**config.mk**
```make
export PLATFORM = sky130hd
export DESIGN_NAME = brcr_queue
export DESIGN_NICKNAME = d
export VERILOG_FILES = /design/src/design/brcr_pkg.sv /design/src/design/brcr_queue.sv
export VERILOG_INCLUDE_DIRS = /design/src /design/src/design
export SDC_FILE = /design/constraint.sdc
export NUM_CORES = 1
export LEC_CHECK = 0
export BUFFER_PORTS_ARGS = -buffer_cell sky130_fd_sc_hd__buf_2
export CAP_MARGIN = 10
export CELL_PAD_IN_SITES_DETAIL_PLACEMENT = 1
export CELL_PAD_IN_SITES_GLOBAL_PLACEMENT = 1
export CORE_ASPECT_RATIO = 1.4
export CORE_MARGIN = 1
export CORE_UTILIZATION = 50
export CTS_BUF_LIST = sky130_fd_sc_hd__clkbuf_8
export CTS_CLUSTER_DIAMETER = 50
export CTS_CLUSTER_SIZE = 10
export DETAILED_ROUTE_END_ITERATION = 6
export PLACE_DENSITY_LB_ADDON = 0.1
export SYNTH_ARGS = -nofsm -noshare
export SYNTH_HDL_FRONTEND = slang
export SYNTH_SLANG_ARGS = --single-unit
```
**constraint.sdc**
```tcl
create_clock -name clk -period 4.6 [get_ports clk]
set_clock_uncertainty 0.15 [all_clocks]
set_input_delay 0.23 -clock clk [delete_from_list [all_inputs] [get_ports clk]]
set_output_delay 0.23 -clock clk [all_outputs]
set_load 0.03 [all_outputs]
```
**src/design/bilinear_roi_crop_resize_macros.svh**
```systemverilog
// ----------------------------------------------------------------------------
// bilinear_roi_crop_resize_macros.svh
// Assertion shorthands shared by the crop/resize RTL. Expects clk and rst.
// ----------------------------------------------------------------------------
`ifndef BILINEAR_ROI_CROP_RESIZE_MACROS_SVH
`define BILINEAR_ROI_CROP_RESIZE_MACROS_SVH

// Condition must hold at every edge outside reset.
`define BRCR_ASSERT_ALWAYS(lbl, cond, msg) \
  lbl: assert property (@(posedge clk) disable iff (rst) (cond)) else $error(msg);

// Antecedent implies consequent in the same cycle.
`define BRCR_ASSERT_IMPL(lbl, ante, cons, msg) \
  lbl: assert property (@(posedge clk) disable iff (rst) (ante) |-> (cons)) else $error(msg);

`endif

```
**src/design/brcr_pkg.sv**
```systemverilog
// ----------------------------------------------------------------------------
// brcr_pkg
// Types and fixed constants of the bilinear crop/resize block.
// ----------------------------------------------------------------------------
package brcr_pkg;

  // Widest frame index the job format carries (frame side up to 4096).
  localparam int IDX_W = 12;
  localparam int QUEUE_DEPTH = 4;

  // floor(x/10) = (x * SIDE_RECIP) >> SIDE_SHIFT, exact for x < 2^22
  localparam logic [19:0] SIDE_RECIP = 20'd838861;
  localparam int SIDE_SHIFT = 23;
  localparam int SIDE_W = 17;

  // floor(x/510) = (x * NORM_RECIP) >> NORM_SHIFT, exact for x < 2^25
  localparam logic [25:0] NORM_RECIP = 26'd33686019;
  localparam int NORM_SHIFT = 34;
  localparam logic [24:0] ROUND_BIAS = 25'd255;
  localparam logic signed [15:0] ZERO_POINT = 16'sd16384;

  typedef enum logic {
    KIND_STORE = 1'b0,
    KIND_CROP  = 1'b1
  } kind_e;

  typedef enum logic [2:0] {
    REG_SOURCE_WIDTH,
    REG_SOURCE_HEIGHT,
    REG_CROP_WIDTH,
    REG_CROP_HEIGHT,
    REG_BOX_CENTER_X,
    REG_BOX_CENTER_Y,
    REG_BOX_WIDTH,
    REG_BOX_HEIGHT
  } reg_index_e;

  typedef struct packed {
    kind_e      kind;
    logic [7:0] src_col;
    logic [7:0] src_row;
    logic [7:0] red_in;
    logic [7:0] green_in;
    logic [7:0] blue_in;
    logic [7:0] crop_col;
    logic [7:0] crop_row;
  } in_item_t;

  typedef struct packed {
    logic signed [15:0] red_out;
    logic signed [15:0] green_out;
    logic signed [15:0] blue_out;
    logic [7:0]         out_col;
    logic [7:0]         out_row;
  } out_item_t;

  typedef struct packed {
    logic [8:0]  source_width;
    logic [8:0]  source_height;
    logic [8:0]  crop_width;
    logic [8:0]  crop_height;
    logic [15:0] box_center_x;
    logic [15:0] box_center_y;
    logic [15:0] box_width;
    logic [15:0] box_height;
  } cfg_t;

  localparam cfg_t CFG_RESET = '{
    source_width:  9'd256,
    source_height: 9'd256,
    crop_width:    9'd112,
    crop_height:   9'd112,
    box_center_x:  16'd32768,
    box_center_y:  16'd32768,
    box_width:     16'd16384,
    box_height:    16'd16384
  };

  // Classified work handed from the front to the back.
  typedef struct packed {
    kind_e            kind;
    logic             wr_ok;
    logic [IDX_W-1:0] x0;
    logic [IDX_W-1:0] x1;
    logic [IDX_W-1:0] y0;
    logic [IDX_W-1:0] y1;
    logic [7:0]       wx;
    logic [7:0]       wy;
    logic [23:0]      rgb;
    logic [7:0]       col;
    logic [7:0]       row;
  } job_t;

endpackage

```
**src/design/brcr_queue.sv**
```systemverilog
// ----------------------------------------------------------------------------
// brcr_queue
// Short job queue between the front and the back.
// ----------------------------------------------------------------------------
`include "bilinear_roi_crop_resize_macros.svh"

module brcr_queue (
  input  logic           clk,
  input  logic           rst,
  input  logic           push,
  input  brcr_pkg::job_t job_in,
  output logic           full,
  input  logic           pop,
  output logic           empty,
  output brcr_pkg::job_t head
);
  import brcr_pkg::*;

  localparam int PTR_W = $clog2(QUEUE_DEPTH);
  localparam int CNT_W = $clog2(QUEUE_DEPTH + 1);

  job_t             slots [QUEUE_DEPTH];
  logic [PTR_W-1:0] wptr, rptr;
  logic [CNT_W-1:0] count;

  assign full  = count == CNT_W'(QUEUE_DEPTH);
  assign empty = count == '0;
  assign head  = slots[rptr];

  always_ff @(posedge clk) begin
    if (rst) begin
      wptr  <= '0;
      rptr  <= '0;
      count <= '0;
    end else begin
      if (push) wptr <= (wptr == PTR_W'(QUEUE_DEPTH - 1)) ? '0 : wptr + 1'b1;
      if (pop)  rptr <= (rptr == PTR_W'(QUEUE_DEPTH - 1)) ? '0 : rptr + 1'b1;
      count <= count + CNT_W'(push) - CNT_W'(pop);
    end
    if (push) slots[wptr] <= job_in;
  end

  `BRCR_ASSERT_IMPL(a_pop_nonempty, pop, !empty, "pop from empty queue")
  `BRCR_ASSERT_ALWAYS(a_drains, count <= CNT_W'(1), "back fell behind the queue")

endmodule

```
==> results.md <==
- #FFs+latches synth: 433
- Simple-Gate Fraction of Synth Area: 0.572%
- Synth unique cells: 20
- Maximum number of pins on one net before global-route repair: 70
- Reg2Reg Launch Point: wptr[0]$_SDFFE_PP0P_
- Wire length of the first global-routing pass: 48900 µm
- Total number of vias: 7432
- Combinational family with the most area after synthesis: multiplexers
- Number of nets in the layout: 1082
- Y dimension of the die: 212 µm
- Fin worst setup slack: 1.46 ns
- Sequential cell area in the final layout: 12900 µm²
- Total die area: 32200 µm²
- Sum of overflow across all layers after global routing: 0
- Pwr dens: 404 nW/µm²
- Worst r2r dst: slots[3][2]$_DFFE_PP_
- Reg-to-reg slack, setup: 2.10 ns
- Max rail drop VDD: 0.277 mV
- Global placement routability congestion: 0.731
- Starting density of the core: 50.9%
- Count of final setup violators: 0
- Core area: 30900 µm²
- Clock tree from TritonCTS: yes
- Post-Synthesis Cells: 597
- Number of flops mapped to enable cells by yosys: 424
- Highest Clock Rate: 0.318 GHz
- Top Usage Layer GRT: met2
- Avg Vias per Cell: 5.46
- Post-route fraction of the period consumed by the critical path: 68.3%
- Number of global-route vias before repair: 8450
- Terminating pin of the worst hold path: slots[0][19]$_DFFE_PP_
- ANT cells: 0
- Start-to-end type of the worst setup path: reg -> out
- Violated checks: design-rule violations
- Worst skew pair latency: 0.57 ns
- Num Clock Sinks: 433
- Compound-cell area share of the yosys netlist: 0.0636%
- Number of hold violations in the final report: 0
- Count of buffers added by post-CTS timing repair for setup: 0
- Share of synthesized area occupied by flip-flops and latches: 82.0%
- Syn_nets: 715
- Wirelength per Cell: 23.7 µm
- Post-synth design cell area: 15700 µm²
- Pre-CTS worst setup slack: 2.01 ns
- Kind of path behind the tightest hold check: in -> reg
- Drc violations: 22
- Yosys warnings: 0
- Final max-slew violation count: 0
- Final setup TNS: 0 ns
- Antenna violations before repair: 0
- Cell depth of the worst min-delay path: 2
- Yosys top cell area share: 80.9%
- Relative slew slack: 27.1%
- HPWL Detailed: 19800 µm
- Router iterations before antenna repair: 7
- CTS Buffer Depth: 3
- Static leakage power: 6.49 nW
- H-tree depth: 2
- Top cells by count, synth: 424 x sky130_fd_sc_hd__edfxtp_1, 106 x sky130_fd_sc_hd__mux4_2, 12 x sky130_fd_sc_hd__buf_2, 9 x sky130_fd_sc_hd__dfxtp_1, 7 x sky130_fd_sc_hd__ha_1
- Status: finished, violations left
- Share of synthesized registers carrying an async set or reset: 0%
- Port-buffer cells: 217
- Least-Margin Pin Slew: 1.09 ns
- Row Count: 76
- Xor/xnor cell area share of the yosys netlist: 0.151%
- Hold Startpoint: job_in[19]
- Met2 Usage GRT: 38.0%
- I/O Pins: 218
- Share of cell area taken by muxes after synthesis: 15.3%
- Register-to-Register Path Depth: 3
- Met1 routing resource usage after global routing: 24.0%
- Synth top area cells: sky130_fd_sc_hd__edfxtp_1 81%, sky130_fd_sc_hd__mux4_2 15%, sky130_fd_sc_hd__dfxtp_1 1.1%
- Hold buffers post-CTS: 110
- Arithmetic-cell share of the synthesized area counting full adders, half adders and majority gates: 0.684%
- Required time of the critical path: 4.22 ns
- All-Layer GR Usage: 20.6%
- Root Driver: sky130_fd_sc_hd__clkbuf_8
- Commonest register cell after synthesis: sky130_fd_sc_hd__edfxtp_1
- Maximum Capacitance Violations: 0
- Fill cell instance count of the final layout: 2601
- Relative area change from synthesis to final layout: 21.3%
- Area used by multi-input combinational logic: 2650 µm²
- Share of cells above drive strength 1: 40.6%
- Unrepaired setup endpoints after global routing: no
- Most frequently used cell type in the post-synthesis netlist: sky130_fd_sc_hd__edfxtp_1
- Crit path capture type: output port
- Met3 global-route usage: 4.28%
- Die Wd: 152 µm
- WP data arrival: 2.76 ns
- Average size of a mapped cell: 26.4 µm²
- Kind of start point of the critical path: flip-flop
- Final wirelength: 32300 µm
- Clock buffers created by TritonCTS: 49
- Max FO, Critical Path: 69
- Number of gates resized after cts: 0
- Minimum period implied by the final worst setup slack: 3.14 ns
- Antenna-violating nets left: 0
- Post-synthesis cell type with the largest combined area: sky130_fd_sc_hd__edfxtp_1
- Iteration-0 DRC count of the detailed router: 372
- Clock transition at the registers of the reported paths: 0.07 ns
power breakdown:
group / total, mW / switching [mW] / internal, mW
Sequential: 4.57 / 0.0658 / 4.50
Combinational: 0.978 / 0.586 / 0.392
Clock: 2.16 / 1.20 / 0.959
per-stage QoR:
| step | utilization (%) | hold WS [ns] | cells | power (mW) | instance area [µm²] |
|---|---|---|---|---|---|
| finish | 61.8 | 0.250 | 1361 | 7.71 | 19100 |
| global route | 61.8 | 0.219 | 1361 | 7.98 | 19100 |
| CTS | 61.8 | 0.202 | 1361 | 7.80 | 19100 |
| detailed placement | 55.9 | 0.299 | 1193 | 5.58 | 17300 |
| global placement | 55.9 | 0.289 | 1193 | 5.53 | 17300 |
| floorplan | - | 0.149 | 597 | 5.26 | 15700 |
worst max-delay path: stages (launching register included):
cell	delay, ns
sky130_fd_sc_hd__dfxtp_4	1.06
sky130_fd_sc_hd__buf_4	0.49
sky130_fd_sc_hd__mux4_2	0.38
sky130_fd_sc_hd__buf_2	0.20
flip-flops by register name, indices dropped and copies added, names as in the netlist, named ones only:
signal / flops
slots: 424
count: 3
rptr: 2
wptr: 2
cells by family (layout without fill, tap and decap cells):
family / count (synthesis) / after routing
xor+xnor: 1 / 1
fa+ha+maj: 8 / 8
buf+inv: 30 / 404
simple gates: 15 / 15
mux: 108 / 108
flops: 433 / 433
compound gates: 2 / 2
layout make-up:
cell class | count | area share (%)
flip-flops and latches | 433 | 67.7
multi-input cells | 134 | 13.9
repair buffers | 340 | 12.0
clock buffers | 49 | 3.53
well taps | 390 | 2.56
clock inverters | 9 | 0.203
inverters | 6 | 0.118
per-layer routing:
| layer | vias to the layer above | part of all wire (%) |
|---|---|---|
| met5 | - | 0 |
| met2 | 215 | 54 |
| met3 | 51 | 5.4 |
| met1 | 3895 | 38 |
| met4 | 0 | 2.4 |
| li1 | 3271 | - |
how the worst max path moves through the flow:
stage,cells past startpoint,from,endpoint
2_1_floorplan,3,wptr[0]$_SDFFE_PP0P_,slots[0][0]$_DFFE_PP_
3_3_place_gp,3,flip-flop,head[51]
3_5_place_dp,3,flip-flop,head[29]
4_1_cts,3,flip-flop,head[29]
5_1_grt,3,flip-flop,head[46]
6_report,3,flip-flop,head[34]
cells in the final DEF, fill, tap and decap left out, types with 2 or more instances in the layout:
cell type,netlist,final
sky130_fd_sc_hd__nor2b_1,2,2
sky130_fd_sc_hd__a21oi_1,2,2
sky130_fd_sc_hd__buf_4,0,12
sky130_fd_sc_hd__and2_4,0,4
sky130_fd_sc_hd__inv_1,6,14
sky130_fd_sc_hd__clkbuf_8,0,49
sky130_fd_sc_hd__dlygate4sd3_1,0,110
sky130_fd_sc_hd__or3b_2,2,2
sky130_fd_sc_hd__dfxtp_1,9,7
sky130_fd_sc_hd__nor2_1,3,3
sky130_fd_sc_hd__dfxtp_4,0,2
sky130_fd_sc_hd__mux2i_1,2,2
sky130_fd_sc_hd__edfxtp_1,424,424
sky130_fd_sc_hd__buf_2,12,217
sky130_fd_sc_hd__mux4_2,106,106
sky130_fd_sc_hd__ha_1,7,7
sky130_fd_sc_hd__nand2b_1,2,2
Note: power is estimated with default switching activity, not from simulation.
